==> config.mk <==
export PLATFORM = sky130hd
export DESIGN_NAME = mcpi_regs
export DESIGN_NICKNAME = d
export VERILOG_FILES = /design/src/rtl/mcpi_pkg.sv /design/src/rtl/mcpi_regs.sv
export SDC_FILE = /design/constraint.sdc
export NUM_CORES = 1
export LEC_CHECK = 0
export ABC_AREA = 1
export BUFFER_PORTS_ARGS = -buffer_cell sky130_fd_sc_hd__buf_4
export CAP_MARGIN = 20
export CORE_MARGIN = 5
export CORE_UTILIZATION = 30
export CTS_CLUSTER_SIZE = 16
export DETAILED_ROUTE_END_ITERATION = 10
export PLACE_DENSITY = 0.53
export SLEW_MARGIN = 40
export SYNTH_ARGS = -nofsm -noshare
export SYNTH_HDL_FRONTEND = slang
export SYNTH_SLANG_ARGS = --single-unit
==> constraint.sdc <==
create_clock -name clock -period 3.17 [get_ports clock]
set_input_delay 0.1585 -clock clock [delete_from_list [all_inputs] [get_ports clock]]
set_output_delay 0.1585 -clock clock [all_outputs]
set_load 0.01 [all_outputs]
==> src/rtl/mcpi_pkg.sv <==
package mcpi_pkg;

   localparam int unsigned CurrentLimitDef = 655360;
   localparam int unsigned CommandLimitDef = 655360;
   localparam int unsigned OutputSatDef    = 655360;

   localparam logic signed [31:0] ONE_Q        = 32'sd65536;
   localparam logic signed [31:0] NEG_ONE_Q    = -32'sd65536;
   localparam logic signed [31:0] OFFSET_LIMIT = 32'sd39321;
   localparam logic signed [31:0] MAX32        = 32'sh7fffffff;
   localparam logic signed [31:0] MIN32        = 32'sh80000000;

   // register addresses (byte address / 4)
   localparam logic [2:0] REG_PROP  = 3'd0;
   localparam logic [2:0] REG_INTEG = 3'd1;
   localparam logic [2:0] REG_SENS  = 3'd2;
   localparam logic [2:0] REG_BEMF  = 3'd3;
   localparam logic [2:0] REG_DZAMP = 3'd4;
   localparam logic [2:0] REG_DZBND = 3'd5;
   localparam logic [2:0] REG_OUTG  = 3'd6;
   localparam logic [2:0] REG_CALIB = 3'd7;

   // datapath operations, one per sequencer step
   typedef enum logic [4:0] {
      OP_NONE,
      OP_CAL_SUB,     // t = raw - off (wide)
      OP_CAL_DIV,     // divider step
      OP_CAL_ADD,     // off = sat(off + q)
      OP_CAL_CLR,     // clear test at end of calibration
      OP_TICK,        // tick count update, calib flag
      OP_REAL_MUL,    // real = (raw-off)*sg
      OP_LOW_MUL,     // low = (raw-llo)*sg
      OP_ERR,         // err = target - real
      OP_INT_MUL,     // acc += ki*err
      OP_P_MUL,       // sum += kp*err
      OP_OFF_MUL,     // sum += sg*off
      OP_BEMF_MUL,    // sum += kb*speed
      OP_U,           // u = sat(sum)
      OP_COEF,        // e = u - low, start coeff
      OP_DZ_DIV,      // divider step
      OP_DZ_MUL,      // u = sat(u + coeff*amp)
      OP_STOP,        // zero when stopped or calibrating
      OP_OUT_MUL,     // stop test, safe = clamp(u*og)
      OP_CLEAR        // clear command
   } op_type;

   typedef enum logic [2:0] {
      ST_IDLE,
      ST_CAL_DIV,
      ST_RUN,
      ST_DZ_DIV,
      ST_FINISH,
      ST_OUT
   } state_type;

   typedef struct packed {
      op_type     op;
      logic       load_in;
      logic       out_load;
   } cmd_type;

   typedef struct packed {
      logic       div_done;
      logic       do_cal_div;
      logic       do_dz_div;
   } status_type;

   function automatic logic signed [31:0] sat32(input logic signed [65:0] v);
      logic signed [31:0] r;
      if (v > 66'sd2147483647) r = MAX32;
      else if (v < -66'sd2147483648) r = MIN32;
      else r = v[31:0];
      return r;
   endfunction

endpackage

==> src/rtl/mcpi_regs.sv <==
module mcpi_regs (
   input  logic               clock,
   input  logic               reset,
   input  logic               csr_psel,
   input  logic               csr_penable,
   input  logic               csr_pwrite,
   input  logic [4:0]         csr_paddr,
   input  logic [31:0]        csr_pwdata,
   output logic [31:0]        csr_prdata,
   output logic signed [31:0] prop_gain,
   output logic signed [31:0] integ_gain,
   output logic signed [31:0] sensor_gain,
   output logic signed [31:0] bemf_gain,
   output logic signed [31:0] dead_zone_amp,
   output logic [30:0]        dead_zone_band,
   output logic signed [31:0] out_gain,
   output logic [15:0]        calib_ticks
);

   logic signed [31:0] kp_ff, ki_ff, sg_ff, kb_ff, amp_ff, og_ff;
   logic [30:0]        band_ff;
   logic [15:0]        cal_ff;
   logic [2:0]         idx;

   assign idx = csr_paddr[4:2];

   // register writes on the access beat
   always_ff @(posedge clock) begin
      if (reset) begin
         kp_ff <= '0; ki_ff <= '0; sg_ff <= mcpi_pkg::ONE_Q; kb_ff <= '0; amp_ff <= '0;
         band_ff <= 31'd65536; og_ff <= mcpi_pkg::ONE_Q; cal_ff <= '0;
      end else if (csr_psel && csr_penable && csr_pwrite) begin
         case (idx)
            mcpi_pkg::REG_PROP:  kp_ff   <= csr_pwdata;
            mcpi_pkg::REG_INTEG: ki_ff   <= csr_pwdata;
            mcpi_pkg::REG_SENS:  sg_ff   <= csr_pwdata;
            mcpi_pkg::REG_BEMF:  kb_ff   <= csr_pwdata;
            mcpi_pkg::REG_DZAMP: amp_ff  <= csr_pwdata;
            mcpi_pkg::REG_DZBND: band_ff <= csr_pwdata[30:0];
            mcpi_pkg::REG_OUTG:  og_ff   <= csr_pwdata;
            mcpi_pkg::REG_CALIB: cal_ff  <= csr_pwdata[15:0];
            default: ;
         endcase
      end
   end

   // read mux
   always_comb begin
      case (idx)
         mcpi_pkg::REG_PROP:  csr_prdata = kp_ff;
         mcpi_pkg::REG_INTEG: csr_prdata = ki_ff;
         mcpi_pkg::REG_SENS:  csr_prdata = sg_ff;
         mcpi_pkg::REG_BEMF:  csr_prdata = kb_ff;
         mcpi_pkg::REG_DZAMP: csr_prdata = amp_ff;
         mcpi_pkg::REG_DZBND: csr_prdata = {1'b0, band_ff};
         mcpi_pkg::REG_OUTG:  csr_prdata = og_ff;
         mcpi_pkg::REG_CALIB: csr_prdata = {16'd0, cal_ff};
         default: csr_prdata = '0;
      endcase
   end

   assign prop_gain = kp_ff; assign integ_gain = ki_ff; assign sensor_gain = sg_ff;
   assign bemf_gain = kb_ff; assign dead_zone_amp = amp_ff; assign dead_zone_band = band_ff;
   assign out_gain = og_ff; assign calib_ticks = cal_ff;

endmodule

==> results.txt, run 1 <==
Status - finished clean
Critical Path AT - 2.15 ns
Post-DP HPWL - 34,210 um
GP Congestion - 0.8922
Ant diodes - 0
Max incr delay on CP - 0.58 ns
Total global routing overflow - 0
Most used cell, CP - buf_4
Via count - 12.04k
Largest net degree at the start of global routing - 109
CTS Buf Count - 29
Critical Path Slowest Stage Cell - buf_4
Synth Area in Simple Gates - 36.88%
Distinct cell type count after synthesis - 20
Final setup vio count - 0
HP Class - input pin to flop
Post-Syn Nets - 1,641
Full die area - 39,970 um2
Switching Fraction - 25.32%
EDFF count, synth - 0
Post-synth top cells - 457 x nor2_1, 239 x dfxtp_1, 133 x nand2_1
Wirelength per Cell - 21.57 um
Peak supply drop - 0.0004335 V
Async SR Flop Fraction - 0%
Pre-CTS setup slack - 0.7780 ns
Overall routing resource usage - 23.70%
Syn Std Cell Area - 10,820 um2
Chip Width - 199.9 um
Met3 usage - 5.992%
Grt met2 use - 41.13%
CP Cell Sequence - buf_4, inv_2, buf_4, nor2_2, buf_4, nand2_1, nand2_1, nor2_1, nand3_1, buf_4
Worst-Margin Slew - 0.7117 ns
Yosys top cell by area - dfxtp_1
CP Capture Type - output pin
Primary FF master, synth - dfxtp_1
Buf/Inv on CP - 5
Clock latency at the later pin of the worst-skew pair - 0.54 ns
Post-DR vias/cell - 5.162
Post-synthesis cell count - 1,599
Synth area leaders - dfxtp_1 44%, nor2_1 16%, nand4_1 6.5%
MaxCap Viol Count - 0
TNS Setup - 0 ns
Layout Skew - 0 ns
Sequential cell fraction of total power - 44.0%
Min cycle time layout - 2.305 ns
IO buf count - 310
Share of the synthesized area in the top cell type - 44.21%
Grt met1 use - 29.18%
H-Tree Level Count - 1
CTS tree - yes
Area grow syn2layout - 35.36%
Vias in the first global route - 11.22k
Mux contribution to synthesized area - 0%
Post-Synth XOR/XNOR Area - 0%
Nets - 1,893
Post-DRT Antenna Nets - 0
Critical path class - input pin to output pin
Fin. Hold Viols - 0
Final period util - 72.71%
Pwr dens - 477.7 nW/um2
Worst EP required - 3.01 ns
Max clock buf depth - 3
Top-count cell post-synth - nor2_1
Yosys reg bits - 239
Global-route wire length before repair - 72,930 um
Post-route DRC - 0
Peak Freq - 433.8 MHz
Busiest layer in global routing - met2
Clk pwr share - 47.7%
Clock-pin slew on the worst setup and hold paths - 0.06 ns
First-pass DRT Iterations - 5
Share of layout cells above drive strength 1 - 21.90%
Clk sinks - 239
Final slew viol count - 0
Logic pwr share - 8.3%
Core Box Area - 35,570 um2
Starting density of the core - 30.42%
Fill count - 3,695
Io pins - 313
Switch Pwr - 0.001772 W
Rows - 69
Final WL - 50,330 um
Slew margin rel. - 52.56%
Yosys Warn Count - 0
Pleak - 6.714 nW
Compound-Gate Fraction of Synth Area - 11.03%
Setup ws final - 0.8650 ns
Drt initial violations - 830
Clk root buf - clkbuf_16
Initial antenna violation count - 0
Largest family of logic cells by synthesized area - simple AND/OR/NAND/NOR gates
CP top delay family - buffers and inverters
Pint - 0.005225 W
Adder-cell share of the synthesized area - 0%
Syn_area_per_cell - 6.768 um2
Die H - 199.9 um
RSZ-0062 raised after global routing - false
Sequential share of the synthesized area - 44.21%
Worst setup SP type - input pin
Crit path max fanout - 66
layer usage:
metal  vias up  share of wire [%]  wire length [um]
li1       5833                  -                 -
met1      5654                 39             19630
met2       486                 49             24630
met3        71                9.0              4517
met4         0                3.1              1545
met5         -                  0                 0
registers in the layout, summed over array words and instances, names as in the netlist:
register / flops
bemf_gain: 32
calib_ticks: 16
dead_zone_amp: 32
dead_zone_band: 31
integ_gain: 32
out_gain: 32
prop_gain: 32
sensor_gain: 32
final timing paths:
kind	start	depth (start not counted)	end	slack (ns)
setup / recovery	csr_paddr[4]	10	csr_prdata[3]	0.86
setup reg to reg	prop_gain[25]	2	prop_gain[25]	2.44
hold / removal	reset	4	integ_gain[2]	0.13
hold reg to reg	dead_zone_band[16]	2	dead_zone_band[16]	0.49
final cells by class:
| cell class | count | area (um2) | area share (%) |
|---|---|---|---|
| clock buffers | 46 | 899.6 | 6.142 |
| clock inverters | 6 | 55.05 | 0.3758 |
| inverters | 59 | 226.5 | 1.546 |
| multi-input cells | 1148 | 5205 | 35.53 |
| flip-flops and latches | 239 | 4785 | 32.66 |
| well taps | 461 | 576.8 | 3.938 |
| repair buffers | 374 | 2900 | 19.80 |
metrics by stage:
step                total power (W)  instances  cell area (um2)  hold slack (ns)  utilization [%]
floorplan                  0.003409       1599            10820           0.2849                -
global placement           0.003691       2249            13370           0.4624            37.58
detailed placement         0.003694       2249            13370           0.4710            37.60
CTS                        0.007054       2333            14650           0.1412            41.18
global route               0.007226       2333            14650           0.1600            41.18
finish                     0.006997       2333            14650           0.1339            41.18
what timing repair did:
item,CTS,global route
hold endpoints to repair,234,0
hold buffers,32,0
setup buffers,0,0
gates resized for setup,0,0
kinds of logic after synthesis:
family,count (synthesis)
AO/OA/AOI/OAI,238
buffers and inverters,212
flip-flops,239
AND/OR/NAND/NOR,910
cells in the final DEF (no fill, tap or decap):
cell type      netlist  routed
dfxtp_1            239     239
buf_4                3     341
nor2_1             457     454
clkbuf_8             0      11
nand3_4              0       1
nand3_1             68      68
nor2_2               5       7
bufinv_16            0       1
o21ai_1            111     111
dlygate4sd3_1        0      32
clkbuf_16            0      29
clkbuf_1            99       6
nand2_2              2       2
nand4_1            112     112
nand3_2              4       3
buf_12               0       1
nor2_4               1       2
inv_1               53      52
o21ai_0            126     126
nand2_1            133     133
nor3_1             128     128
clkinv_2             0       5
inv_2                6       6
o211ai_1             1       1
inv_6                0       1
worst min-delay path, cell delays in order:
cell     delay [ns]
buf_4          0.10
inv_6          0.17
o21ai_1        0.15
nor2_1         0.04
power by group through the flow:
stage	clock network, W	registers [W]	logic (W)
3_3_place_gp	0	0.00314	0.000550
2_1_floorplan	0	0.00315	0.000257
4_1_cts	0.00339	0.00308	0.000585
3_5_place_dp	0	0.00314	0.000552
5_1_grt	0.00352	0.00308	0.000621
6_report	0.00334	0.00308	0.000583
Power figures use the tool's default switching activity.
==> inputs of run 2 (changes only) <==
- clock period: 3.17 -> 2.24 ns (I/O delays scaled with it)
==> results.txt, run 2 (same netlist as run 1, synthesis figures left out) <==
Sequential cell fraction of total power - 43.4%
Die H - 199.9 um
Vias in the first global route - 11.51k
CTS tree - yes
Core Box Area - 35,570 um2
Commonest non-fill, non-tap cell in the layout - nor2_1
Peak Freq - 567.1 MHz
GP Congestion - 0.8974
R2r setup slk - 1.53 ns
TNS Setup - 0 ns
Post-route DRC - 0
Fill count - 3,751
Full die area - 39,970 um2
Critical path class - input pin to output pin
Via count - 12.12k
MaxCap Viol Count - 0
Starting density of the core - 30.42%
Final WL - 50,310 um
Clk sinks - 239
Largest net degree at the start of global routing - 75
Pint - 0.007502 W
Post-DP HPWL - 34,770 um
Slew margin rel. - 51.58%
Crit path max fanout - 22
HP Class - input pin to flop
H-Tree Level Count - 1
Clock-pin slew on the worst setup and hold paths - 0.06 ns
Commonest non-fill, non-tap cells in the layout - 454 x nor2_1, 343 x buf_4, 239 x dfxtp_1
Post-CTS Setup Inserts - 0
Worst setup SP type - input pin
Post-DRT Antenna Nets - 0
Total global routing overflow - 0
Io pins - 313
RSZ-0062 raised after global routing - false
Final period util - 78.73%
Min cycle time layout - 1.764 ns
CTS Buf Count - 29
Share of layout cells above drive strength 1 - 22.14%
Logic pwr share - 8.4%
Global-route wire length before repair - 74,050 um
Clock latency at the later pin of the worst-skew pair - 0.54 ns
Initial antenna violation count - 0
Worst EP required - 2.13 ns
Peak supply drop - 0.0005576 V
Area of the multi-input gates - 5210 um2
Ant diodes - 0
Switch Pwr - 0.002537 W
Critical Path AT - 1.65 ns
Final core utilization - 41.50%
Register Area - 4785 um2
Area grow syn2layout - 36.42%
Pleak - 6.766 nW
Pwr dens - 680.0 nW/um2
Fin. Hold Viols - 0
Chip Width - 199.9 um
Rows - 69
Clk root buf - clkbuf_16
Overall routing resource usage - 23.89%
Post-DR vias/cell - 5.181
Status - finished clean
Final slew viol count - 0
Clk pwr share - 48.2%
Drt initial violations - 705
Wirelength per Cell - 21.50 um
Max clock buf depth - 3
Layout Skew - 0 ns
Worst-Margin Slew - 0.7255 ns
Switching Fraction - 25.27%
Final setup vio count - 0
Nets - 1,899
IO buf count - 310
CP Capture Type - output pin
First-pass DRT Iterations - 5
[run 2: worst max-delay path, cell delays in order]
cell     delay [ns]
buf_4          0.31
buf_4          0.30
nand2_1        0.10
nor2_2         0.08
buf_4          0.24
nand2_1        0.07
nand2_1        0.06
nor2_1         0.06
nand3_1        0.14
buf_4          0.15
[run 2: worst paths after layout]
check / start / end / cells past startpoint
min reg2reg: dead_zone_band[16] / dead_zone_band[16] / 2
min: csr_penable / integ_gain[0] / 4
max reg2reg: prop_gain[3] / prop_gain[3] / 2
max: csr_paddr[3] / csr_prdata[4] / 10
[run 2: through the flow]
stage	cells	worst slack (ns)	cell area, um2	total power [W]	hold WS, ns
finish	2340	0.4765	14760	0.01004	0.04194
global route	2340	0.3849	14760	0.01035	0.05304
CTS	2340	0.4345	14750	0.01013	0.01129
detailed placement	2255	0.2312	13460	0.005249	0.4407
global placement	2255	0.2698	13450	0.005242	0.4216
floorplan	1599	1.003	10820	0.004825	0.2384
[run 2: power groups by stage]
stage | registers, W | logic (W) | clock network (W)
floorplan | 0.00446 | 0.000364 | 0
global placement | 0.00445 | 0.000797 | 0
detailed placement | 0.00445 | 0.000803 | 0
CTS | 0.00435 | 0.000850 | 0.00493
global route | 0.00436 | 0.000901 | 0.00509
finish | 0.00435 | 0.000845 | 0.00484
[run 2: layout make-up]
| class | count | area share (%) |
|---|---|---|
| repair buffers | 380 | 20.23 |
| inverters | 59 | 1.534 |
| multi-input cells | 1148 | 35.29 |
| clock buffers | 46 | 6.026 |
| well taps | 461 | 3.907 |
| clock inverters | 7 | 0.6017 |
| flip-flops and latches | 239 | 32.41 |
[run 2: what timing repair did]
action	CTS	global route
gates resized for setup	0	0
hold buffers	32	0
endpoints found under the hold margin	239	0
endpoints found under the setup margin	0	0
[run 2: layer usage]
metal  GRT usage, %  vias up  share of wire, %
met4          6.667        0               3.0
met1          29.38     5747                38
met3          5.438       76               8.9
li1               -     5846                 -
met5              0        -                 0
met2          42.11      455                50
