===== src/rtl/mcpi_pkg.sv =====
package mcpi_pkg;

   localparam int unsigned CurrentLimitDef = 655360;
   localparam int unsigned CommandLimitDef = 655360;
   localparam int unsigned OutputSatDef    = 655360;

   localparam logic signed [31:0] ONE_Q        = 32'sd65536;
   localparam logic signed [31:0] NEG_ONE_Q    = -32'sd65536;
   localparam logic signed [31:0] OFFSET_LIMIT = 32'sd39321;
   localparam logic signed [31:0] MAX32        = 32'sh7fffffff;
   localparam logic signed [31:0] MIN32        = 32'sh80000000;

   // register addresses (byte address / 4)
   localparam logic [2:0] REG_PROP  = 3'd0;
   localparam logic [2:0] REG_INTEG = 3'd1;
   localparam logic [2:0] REG_SENS  = 3'd2;
   localparam logic [2:0] REG_BEMF  = 3'd3;
   localparam logic [2:0] REG_DZAMP = 3'd4;
   localparam logic [2:0] REG_DZBND = 3'd5;
   localparam logic [2:0] REG_OUTG  = 3'd6;
   localparam logic [2:0] REG_CALIB = 3'd7;

   // datapath operations, one per sequencer step
   typedef enum logic [4:0] {
      OP_NONE,
      OP_CAL_SUB,     // t = raw - off (wide)
      OP_CAL_DIV,     // divider step
      OP_CAL_ADD,     // off = sat(off + q)
      OP_CAL_CLR,     // clear test at end of calibration
      OP_TICK,        // tick count update, calib flag
      OP_REAL_MUL,    // real = (raw-off)*sg
      OP_LOW_MUL,     // low = (raw-llo)*sg
      OP_ERR,         // err = target - real
      OP_INT_MUL,     // acc += ki*err
      OP_P_MUL,       // sum += kp*err
      OP_OFF_MUL,     // sum += sg*off
      OP_BEMF_MUL,    // sum += kb*speed
      OP_U,           // u = sat(sum)
      OP_COEF,        // e = u - low, start coeff
      OP_DZ_DIV,      // divider step
      OP_DZ_MUL,      // u = sat(u + coeff*amp)
      OP_STOP,        // zero when stopped or calibrating
      OP_OUT_MUL,     // stop test, safe = clamp(u*og)
      OP_CLEAR        // clear command
   } op_type;

   typedef enum logic [2:0] {
      ST_IDLE,
      ST_CAL_DIV,
      ST_RUN,
      ST_DZ_DIV,
      ST_FINISH,
      ST_OUT
   } state_type;

   typedef struct packed {
      op_type     op;
      logic       load_in;
      logic       out_load;
   } cmd_type;

   typedef struct packed {
      logic       div_done;
      logic       do_cal_div;
      logic       do_dz_div;
   } status_type;

   function automatic logic signed [31:0] sat32(input logic signed [65:0] v);
      logic signed [31:0] r;
      if (v > 66'sd2147483647) r = MAX32;
      else if (v < -66'sd2147483648) r = MIN32;
      else r = v[31:0];
      return r;
   endfunction

endpackage


===== src/rtl/mcpi_ctrl.sv =====
module mcpi_ctrl (
   input  logic                 clock,
   input  logic                 reset,
   input  logic                 req_valid,
   input  logic                 req_cmd,
   output logic                 req_stall,
   output logic                 rsp_valid,
   input  logic                 rsp_stall,
   input  mcpi_pkg::status_type status,
   output mcpi_pkg::cmd_type    cmd
);

   mcpi_pkg::state_type state_ff, state_in;
   mcpi_pkg::op_type    step_ff, step_in;
   logic                valid_ff, valid_in;

   always_ff @(posedge clock) begin
      if (reset) begin
         state_ff <= mcpi_pkg::ST_IDLE;
         step_ff  <= mcpi_pkg::OP_NONE;
         valid_ff <= 1'b0;
      end else begin
         state_ff <= state_in;
         step_ff  <= step_in;
         valid_ff <= valid_in;
      end
   end

   assign rsp_valid = valid_ff;

   // sequencer: at most one datapath op per cycle; none while idle
   always_comb begin
      state_in = state_ff;
      step_in  = step_ff;
      valid_in = valid_ff && rsp_stall;
      cmd      = '{op: mcpi_pkg::OP_NONE, load_in: 1'b0, out_load: 1'b0};
      // accept only when the result register is free or leaving
      req_stall = !(state_ff == mcpi_pkg::ST_IDLE && !(valid_ff && rsp_stall));
      case (state_ff)
         mcpi_pkg::ST_IDLE: begin
            if (req_valid && !req_stall) begin
               cmd.load_in = 1'b1;
               if (req_cmd) begin
                  state_in = mcpi_pkg::ST_OUT;
                  step_in  = mcpi_pkg::OP_CLEAR;
               end else begin
                  state_in = mcpi_pkg::ST_RUN;
                  step_in  = mcpi_pkg::OP_CAL_SUB;
               end
            end
         end
         mcpi_pkg::ST_RUN: begin
            cmd.op = step_ff;
            case (step_ff)
               mcpi_pkg::OP_CAL_SUB: begin
                  if (status.do_cal_div) begin
                     state_in = mcpi_pkg::ST_CAL_DIV;
                     step_in  = mcpi_pkg::OP_CAL_DIV;
                  end else begin
                     cmd.op  = mcpi_pkg::OP_CAL_CLR;
                     step_in = mcpi_pkg::OP_TICK;
                  end
               end
               mcpi_pkg::OP_CAL_ADD: step_in = mcpi_pkg::OP_TICK;
               mcpi_pkg::OP_TICK: step_in = mcpi_pkg::OP_REAL_MUL;
               mcpi_pkg::OP_REAL_MUL: step_in = mcpi_pkg::OP_LOW_MUL;
               mcpi_pkg::OP_LOW_MUL: step_in = mcpi_pkg::OP_ERR;
               mcpi_pkg::OP_ERR: step_in = mcpi_pkg::OP_INT_MUL;
               mcpi_pkg::OP_INT_MUL: step_in = mcpi_pkg::OP_P_MUL;
               mcpi_pkg::OP_P_MUL: step_in = mcpi_pkg::OP_OFF_MUL;
               mcpi_pkg::OP_OFF_MUL: step_in = mcpi_pkg::OP_BEMF_MUL;
               mcpi_pkg::OP_BEMF_MUL: step_in = mcpi_pkg::OP_U;
               mcpi_pkg::OP_U: step_in = mcpi_pkg::OP_COEF;
               mcpi_pkg::OP_COEF: begin
                  state_in = mcpi_pkg::ST_DZ_DIV;
                  step_in  = mcpi_pkg::OP_DZ_DIV;
               end
               default: state_in = mcpi_pkg::ST_IDLE;
            endcase
         end
         mcpi_pkg::ST_CAL_DIV: begin
            cmd.op = mcpi_pkg::OP_CAL_DIV;
            if (status.div_done) begin
               state_in = mcpi_pkg::ST_RUN;
               step_in  = mcpi_pkg::OP_CAL_ADD;
               cmd.op   = mcpi_pkg::OP_NONE;
            end
         end
         mcpi_pkg::ST_DZ_DIV: begin
            // first cycle loads the divider; skip it when no ramp needed
            if (step_ff == mcpi_pkg::OP_DZ_DIV) begin
               if (status.do_dz_div) cmd.op = mcpi_pkg::OP_DZ_DIV;
               step_in = mcpi_pkg::OP_NONE;
               if (!status.do_dz_div) state_in = mcpi_pkg::ST_FINISH;
            end else begin
               cmd.op = mcpi_pkg::OP_DZ_DIV;
               if (status.div_done) begin
                  cmd.op   = mcpi_pkg::OP_NONE;
                  state_in = mcpi_pkg::ST_FINISH;
               end
            end
            if (state_in == mcpi_pkg::ST_FINISH) step_in = mcpi_pkg::OP_DZ_MUL;
         end
         mcpi_pkg::ST_FINISH: begin
            cmd.op = step_ff;
            case (step_ff)
               mcpi_pkg::OP_DZ_MUL: step_in = mcpi_pkg::OP_STOP;
               mcpi_pkg::OP_STOP: begin
                  state_in = mcpi_pkg::ST_OUT;
                  step_in  = mcpi_pkg::OP_OUT_MUL;
               end
               default: state_in = mcpi_pkg::ST_IDLE;
            endcase
         end
         mcpi_pkg::ST_OUT: begin
            cmd.op       = step_ff;
            cmd.out_load = 1'b1;
            valid_in     = 1'b1;
            state_in     = mcpi_pkg::ST_IDLE;
         end
         default: state_in = mcpi_pkg::ST_IDLE;
      endcase
   end

endmodule


===== config.mk =====
export PLATFORM = sky130hd
export DESIGN_NAME = mcpi_ctrl
export DESIGN_NICKNAME = d
export VERILOG_FILES = /design/src/rtl/mcpi_pkg.sv /design/src/rtl/mcpi_ctrl.sv
export SDC_FILE = /design/constraint.sdc
export NUM_CORES = 1
export LEC_CHECK = 0
export BUFFER_PORTS_ARGS = -buffer_cell sky130_fd_sc_hd__buf_2
export CORE_MARGIN = 4
export CORE_UTILIZATION = 56
export DETAILED_ROUTE_END_ITERATION = 7
export PLACE_DENSITY = 0.82
export SETUP_SLACK_MARGIN = 0.5
export SYNTH_ARGS = -nofsm -noshare
export SYNTH_HDL_FRONTEND = slang
export SYNTH_SLANG_ARGS = --single-unit

===== constraint.sdc =====
create_clock -name clock -period 3.4 [get_ports clock]
set_input_delay 0.17 -clock clock [delete_from_list [all_inputs] [get_ports clock]]
set_output_delay 0.17 -clock clock [all_outputs]
set_load 0.02 [all_outputs]

==> metrics.log, run 1 <==
INFO  metric outcome = finished clean
INFO  metric die_height = 49.1 um
INFO  metric n_fill_cell = 135
INFO  metric min-delay-start = reset
INFO  metric route.antenna.remaining_nets = 0
INFO  metric placeableCoreArea = 1560 um^2
INFO  metric gp_congestion = 0.954
INFO  metric reg2reg_setup_slack = 1470 ps
INFO  metric power.share.sequential = 0.342
INFO  metric synthesis.area = 946 um^2
INFO  metric critical_path_cell_count = 5
INFO  metric floorplan.die_area = 2410 um^2
INFO  metric combinationalPowerShare = 0.523
INFO  metric netSwitchingPower = 0.320 mW
INFO  metric internal_pwr_total = 0.313 mW
INFO  metric number_of_levels_the_h_tree_was_split_into = 1
INFO  metric clockPowerShare = 0.135
INFO  metric drt_wl_total = 2440 um
INFO  metric area.growth.synth_to_final = 6.61%
INFO  metric area.sequential = 180 um^2
INFO  metric timing.setup.critical_path_class = register to primary output
INFO  metric finalSetupViolations = 0
INFO  metric cts.repair.resized = 0
INFO  metric cp-start-kind = register
INFO  metric path_cells = and3_1 > nand2_1 > a211o_1 > o311ai_0 > buf_2
INFO  metric boundaryPins = 17
INFO  metric timing.fmax = 449 MHz
INFO  metric layout_commonest_cell = sky130_fd_sc_hd__nand2_1
INFO  metric timing.max_cap.violations = 0
INFO  metric dr_total_vias = 1050
INFO  metric cts.sink_count = 9
INFO  metric globalRouteOverflowTotal = 0
INFO  metric final_area = 1010 um^2
INFO  metric dpl_worst_slack = 1500 ps
INFO  metric grt_first_pass_wirelength = 4110 um
INFO  metric diodes = 0
INFO  metric layout_common_cells = 19 x sky130_fd_sc_hd__nand2_1, 16 x sky130_fd_sc_hd__buf_2, 9 x sky130_fd_sc_hd__a21oi_1, 9 x sky130_fd_sc_hd__dfxtp_1
INFO  metric antenna_found_initial = 0
INFO  metric crit_path_start = step_ff[3]
INFO  metric synth_seq_area_share = 0.190
INFO  metric unrepaired_setup_endpoints_after_global_routing = false
INFO  metric clkSlewWorstSetupHoldPaths = 60 ps
INFO  metric start_util = 0.607
INFO  metric synth_seq_cells = 9
INFO  metric ratio_of_cells_with_drive_above_1_in_the_final_layout = 0.203
INFO  metric timing.rr.end = step_ff[0]
INFO  metric dominantRegCellSynth = sky130_fd_sc_hd__dfxtp_1
INFO  metric peak_fanout_along_the_critical_path = 17
INFO  metric multi_input_area = 682 um^2
INFO  metric tightest_slew = 605 ps
INFO  metric syn_area_per_cell = 7.11 um^2
INFO  metric path_buf_inv = 1
INFO  metric layout_setup_ws = 1170 ps
INFO  metric postPlaceCellArea = 981 um^2
INFO  metric r2r_start = step_ff[3]
INFO  metric power_density = 627 nW/um^2
INFO  metric timing.critical_path.slowest_stage_cell = sky130_fd_sc_hd__dfxtp_1
INFO  metric first_global_vias = 864
INFO  metric clk_latency_worst_skew_pair = 270 ps
INFO  metric finalNetCount = 152
INFO  metric synth_nets = 141
INFO  metric tritoncts = yes
INFO  metric drc = 0
INFO  metric crit_family = flip-flops
INFO  metric drt_first_pass_iters = 4
INFO  metric worst_setup_path_endpoint = cmd[4]
INFO  metric critical_path.endpoint_type = primary output
INFO  metric finalCriticalPeriod = 2230 ps
INFO  metric via_per_inst = 6.60
INFO  metric holdWs = 182 ps
INFO  metric finalPower = 0.633 mW
INFO  metric timing.final.hold_violations = 0
INFO  metric cp.required = 3230 ps
INFO  metric ctsRootBufferMaster = sky130_fd_sc_hd__clkbuf_4
INFO  metric vdd.ir_drop.worst = 0.391 mV
INFO  metric avgRoutedWirePerCell = 15.4 um
INFO  metric die-width = 49.1 um
INFO  metric cts-buffers-inserted = 3
INFO  metric fin_worst_skew = 5.31 ps
INFO  metric yosysWarningCount = 0
INFO  metric final-max-slew-violation-count = 0
INFO  metric largest_net_degree_at_the_start_of_global_routing = 18
INFO  metric leakage = 0.405 nW
INFO  metric cpPeakStageDelay = 710 ps
INFO  metric sw_frac_of_total = 0.506
INFO  metric yosysUniqueCellTypes = 49
INFO  metric worstHoldPathType = input port to register
INFO  metric cp.arrival = 2060 ps
INFO  metric cts.path.max_buffers = 2
INFO  metric proportion_of_register_bits_with_asynchronous_set_or_reset_after_synthesis = 0
INFO  metric number_of_i_o_port_buffers = 16
INFO  metric ctsHoldBuffers = 0
INFO  metric number_of_enable_flip_flop_cells_after_synthesis = 0
INFO  metric timing.max_slew.rel_slack = 0.596
INFO  metric drt_iter0_markers = 58
INFO  metric dp_hpwl = 1790 um
INFO  metric timing.reg2reg.worst_path_depth = 5
INFO  metric core.rowCount = 14
INFO  metric post-route-period-util = 0.655
INFO  metric post_synth_inst_count = 133
INFO  metric gr-usage-all-layers = 0.214
INFO  metric cts_setup_buffers = 0
INFO  metric tns = 0 ps
[Yosys cell counts (2+ instances only)]
cell type / n / area, um^2
sky130_fd_sc_hd__nand2b_1: 5 / 31.3
sky130_fd_sc_hd__clkbuf_1: 2 / 7.51
sky130_fd_sc_hd__buf_4: 2 / 15.0
sky130_fd_sc_hd__nand3_1: 5 / 25.0
sky130_fd_sc_hd__and3_1: 2 / 12.5
sky130_fd_sc_hd__o22ai_1: 2 / 12.5
sky130_fd_sc_hd__o211ai_1: 2 / 15.0
sky130_fd_sc_hd__nor2_1: 8 / 30.0
sky130_fd_sc_hd__a31oi_1: 4 / 25.0
sky130_fd_sc_hd__nand2_1: 19 / 71.3
sky130_fd_sc_hd__a21oi_1: 9 / 45.0
sky130_fd_sc_hd__buf_6: 2 / 22.5
sky130_fd_sc_hd__buf_2: 4 / 20.0
sky130_fd_sc_hd__nor2b_1: 5 / 31.3
sky130_fd_sc_hd__o21a_1: 2 / 15.0
sky130_fd_sc_hd__dfxtp_1: 9 / 180
sky130_fd_sc_hd__o21ai_0: 5 / 25.0
sky130_fd_sc_hd__or3_1: 2 / 12.5
sky130_fd_sc_hd__nor3_1: 8 / 40.0
sky130_fd_sc_hd__inv_1: 5 / 18.8
sky130_fd_sc_hd__a211oi_1: 3 / 22.5
[flip-flops by register name (all words and copies together), names as in the netlist]
signal and cells:
rsp_valid 1, state_ff 3, step_ff 5
[metrics by stage]
stage | utilization | instances
finish | 0.647 | 159
global route | 0.647 | 159
CTS | 0.647 | 159
detailed placement | 0.629 | 155
global placement | 0.629 | 155
floorplan | - | 133
[worst register-to-register path, stage by stage (launching register included)]
cell,delay [ps]
sky130_fd_sc_hd__dfxtp_1,710
sky130_fd_sc_hd__and3_1,300
sky130_fd_sc_hd__a21oi_1,110
sky130_fd_sc_hd__o21a_1,240
sky130_fd_sc_hd__a2111oi_0,380
sky130_fd_sc_hd__nor3_1,90
[logic make-up (layout without fill, tap and decap cells)]
kind of cell | Yosys count | after routing | synth area share
and+or+nand+nor | 64 | 64 | 0.374
AOI/OAI and AO/OA | 44 | 44 | 0.337
buffers and inverters | 15 | 25 | 0.0886
DFF | 9 | 9 | 0.190
xor gates and xnor gates | 1 | 1 | 0.00926
[area by class of cell]
type | count | area share
multi-input cells | 109 | 0.676
flip-flops and latches | 9 | 0.179
repair buffers | 16 | 0.0794
clock buffers | 3 | 0.0223
well taps | 16 | 0.0199
inverters | 5 | 0.0186
clock inverters | 1 | 0.00496
[power by group through the flow]
stage | sequential (mW) | combinational, mW | clock, mW
6_report | 0.216 | 0.331 | 0.0854
5_1_grt | 0.222 | 0.365 | 0.0949
4_1_cts | 0.214 | 0.328 | 0.0886
3_5_place_dp | 0.217 | 0.325 | 0
3_3_place_gp | 0.214 | 0.322 | 0
2_1_floorplan | 0.152 | 0.317 | 0
[worst min path at each step]
stage                 end  slack, ps  cells after the start
5_1_grt        step_ff[2]        180                      2
4_1_cts        step_ff[2]        170                      2
6_report       step_ff[2]        180                      2
3_5_place_dp   step_ff[2]        460                      2
3_3_place_gp    rsp_valid        460                      2
2_1_floorplan   rsp_valid        370                      2
[layer usage]
metal	up-vias	share of wire	GRT usage
met2	68	0.46	0.313
met1	458	0.41	0.295
met3	6	0.11	0.0734
met5	-	0	0
met4	0	0.018	0.0569
li1	518	-	-
Note: power is estimated with default switching activity, not from simulation.
==> run 2, diff against run 1 <==
CORE_UTILIZATION = 54   (was 56)
PLACE_DENSITY = 0.8   (was 0.82)
clock period = 2.2 ns   (was 3.4 ns; I/O delays follow)
==> run 2 against run 1 <==
  * Critical path depth grew 1
  * Via count grew 25%
  * Sequential cell count is the same
  * Cell area grew 38%
  * Critical path type is now register to register
==> metrics.log, run 2 (synthesized netlist as in run 1, its figures left out) <==
INFO  metric layout_setup_ws = 447 ps (was 1170 ps)
INFO  metric area.growth.synth_to_final = 47.5% (was 6.61%)
INFO  metric timing.max_slew.rel_slack = 0.687 (was 0.596)
INFO  metric grt_first_pass_wirelength = 4880 um (was 4110 um)
INFO  metric cpPeakStageDelay = 370 ps (was 710 ps)
INFO  metric dp_hpwl = 1930 um (was 1790 um)
INFO  metric globalRouteOverflowTotal = 0 (unchanged)
INFO  metric drt_first_pass_iters = 5 (was 4)
INFO  metric flip_flop_count_of_the_largest_register_all_copies_and_words_added = 5 (unchanged)
INFO  metric ratio_of_cells_with_drive_above_1_in_the_final_layout = 0.471 (was 0.203)
INFO  metric start_util = 0.600 (was 0.607)
INFO  metric vdd.ir_drop.worst = 0.964 mV (was 0.391 mV)
INFO  metric drt_wl_total = 3860 um (was 2440 um)
INFO  metric cp.required = 2360 ps (was 3230 ps)
INFO  metric path_cells = buf_2 > and4_4 > o31ai_4 > and3_2 > a21oi_1 > a211oi_1 (was and3_1 > nand2_1 > a211o_1 > o311ai_0 > buf_2)
INFO  metric number_of_i_o_port_buffers = 16 (unchanged)
INFO  metric diodes = 0 (unchanged)
INFO  metric die_height = 49.9 um (was 49.1 um)
INFO  metric finalCriticalPeriod = 1750 ps
INFO  metric drc = 0 (unchanged)
INFO  metric finalSetupViolations = 0 (unchanged)
INFO  metric gp_congestion = 1.01 (was 0.954)
INFO  metric antenna_found_initial = 0 (unchanged)
INFO  metric boundaryPins = 17 (unchanged)
INFO  metric placeableCoreArea = 1580 um^2 (was 1560 um^2)
INFO  metric cp-start-kind = register (unchanged)
INFO  metric cts-buffers-inserted = 3 (unchanged)
INFO  metric tns = 0 ps (unchanged)
INFO  metric tritoncts = yes (unchanged)
INFO  metric gr-usage-all-layers = 0.248 (was 0.214)
INFO  metric timing.fmax = 571 MHz
INFO  metric ctsRootBufferMaster = sky130_fd_sc_hd__clkbuf_4 (unchanged)
INFO  metric largest_net_degree_at_the_start_of_global_routing = 15 (was 18)
INFO  metric finalPower = 1.34 mW (was 0.633 mW)
INFO  metric cts.path.max_buffers = 2 (unchanged)
INFO  metric via_per_inst = 7.08 (was 6.60)
INFO  metric final-max-slew-violation-count = 0 (unchanged)
INFO  metric path_buf_inv = 1 (unchanged)
INFO  metric dr_total_vias = 1316 (was 1050)
INFO  metric critical_path.endpoint_type = register (was primary output)
INFO  metric fin_worst_skew = 7.04 ps (was 5.31 ps)
INFO  metric ctsHoldBuffers = 0 (unchanged)
INFO  metric timing.critical_path.slowest_stage_cell = sky130_fd_sc_hd__dfxtp_4 (was sky130_fd_sc_hd__dfxtp_1)
INFO  metric finalNetCount = 179 (was 152)
INFO  metric core.rowCount = 14 (unchanged)
INFO  metric die-width = 49.9 um (was 49.1 um)
INFO  metric postPlaceCellArea = 996 um^2 (was 981 um^2)
INFO  metric tightest_slew = 467 ps (was 605 ps)
INFO  metric layout_common_cells = 26 x sky130_fd_sc_hd__buf_4, 16 x sky130_fd_sc_hd__nand2_1, 14 x sky130_fd_sc_hd__buf_2 (was 19 x sky130_fd_sc_hd__nand2_1, 16 x sky130_fd_sc_hd__buf_2, 9 x sky130_fd_sc_hd__a21oi_1, 9 x sky130_fd_sc_hd__dfxtp_1)
INFO  metric peak_fanout_along_the_critical_path = 6 (was 17)
INFO  metric cts.sink_count = 9 (unchanged)
INFO  metric worstHoldPathType = input port to register (unchanged)
INFO  metric drt_iter0_markers = 165 (was 58)
INFO  metric top_register = step_ff (unchanged)
INFO  metric crit_family = compound AO/OA/AOI/OAI gates (was flip-flops)
INFO  metric route.antenna.remaining_nets = 0 (unchanged)
INFO  metric floorplan.die_area = 2490 um^2 (was 2410 um^2)
INFO  metric outcome = finished clean (unchanged)
INFO  metric clkSlewWorstSetupHoldPaths = 60 ps (about the same)
INFO  metric timing.max_cap.violations = 0 (unchanged)
INFO  metric final_area = 1400 um^2 (was 1010 um^2)
INFO  metric timing.final.hold_violations = 0 (unchanged)
INFO  metric number_of_levels_the_h_tree_was_split_into = 1 (unchanged)
INFO  metric post-route-period-util = 0.797
INFO  metric power_density = 959 nW/um^2 (was 627 nW/um^2)
INFO  metric first_global_vias = 1051 (was 864)
INFO  metric leakage = 0.597 nW (was 0.405 nW)
INFO  metric layout_commonest_cell = sky130_fd_sc_hd__buf_4 (was sky130_fd_sc_hd__nand2_1)
INFO  metric unrepaired_setup_endpoints_after_global_routing = true (was false)
INFO  metric timing.setup.critical_path_class = register to register (was register to primary output)
INFO  metric avgRoutedWirePerCell = 20.8 um (was 15.4 um)
INFO  metric dpl_worst_slack = 300 ps (was 1500 ps)
INFO  metric clk_latency_worst_skew_pair = 260 ps (was 270 ps)
INFO  metric cp.arrival = 1910 ps (was 2060 ps)
-- run 2: routing by layer --
layer / wire [um] / part of all wire / track usage
met2: 1800 / 0.47 / 0.421
met4: 140 / 0.036 / 0.0415
met3: 420 / 0.11 / 0.0542
met5: 0 / 0 / 0
met1: 1500 / 0.39 / 0.322
-- run 2: power breakdown --
| group | switching (mW) | leakage (nW) | internal [mW] | total (mW) |
|---|---|---|---|---|
| clock | 0.0607 | 0.0150 | 0.0700 | 0.131 |
| combinational | 0.481 | 0.503 | 0.392 | 0.874 |
| sequential | 0.116 | 0.0789 | 0.218 | 0.334 |
| total | 0.658 | 0.597 | 0.680 | 1.34 |
-- run 2: path summary, 6_finish.rpt --
| path | start | to | slack (ps) | cells past startpoint |
|---|---|---|---|---|
| max | step_ff[2] | step_ff[1] | 450 | 6 |
| min | reset | step_ff[2] | 150 | 2 |
| max reg2reg | step_ff[2] | step_ff[1] | 450 | 6 |
| min reg2reg | rsp_valid | rsp_valid | 570 | 2 |
-- run 2: worst register-to-register path, stage by stage (launching register included) --
cell and delay [ps]:
sky130_fd_sc_hd__dfxtp_4 370, sky130_fd_sc_hd__buf_2 170, sky130_fd_sc_hd__and4_4 170, sky130_fd_sc_hd__o31ai_4 320, sky130_fd_sc_hd__and3_2 300, sky130_fd_sc_hd__a21oi_1 80, sky130_fd_sc_hd__a211oi_1 250
-- run 2: area by class of cell --
type / count / area, um^2
flip-flops and latches: 9 / 208
inverters: 5 / 18.8
clock buffers: 4 / 26.3
multi-input cells: 109 / 823
well taps: 16 / 20.0
fillers: 72 / 181
repair buffers: 43 / 299
-- run 2: repair_timing --
action	4_1_cts	5_1_grt
endpoints found under the setup margin	12	7
setup buffers	8	17
pin swaps	1	16
gates resized for setup	20	31
-- run 2: stage by stage --
stage,util,hold slack (ps),cells
floorplan,-,308,133
global placement,0.632,401,157
detailed placement,0.632,410,157
CTS,0.717,124,169
global route,0.885,142,186
finish,0.885,145,186
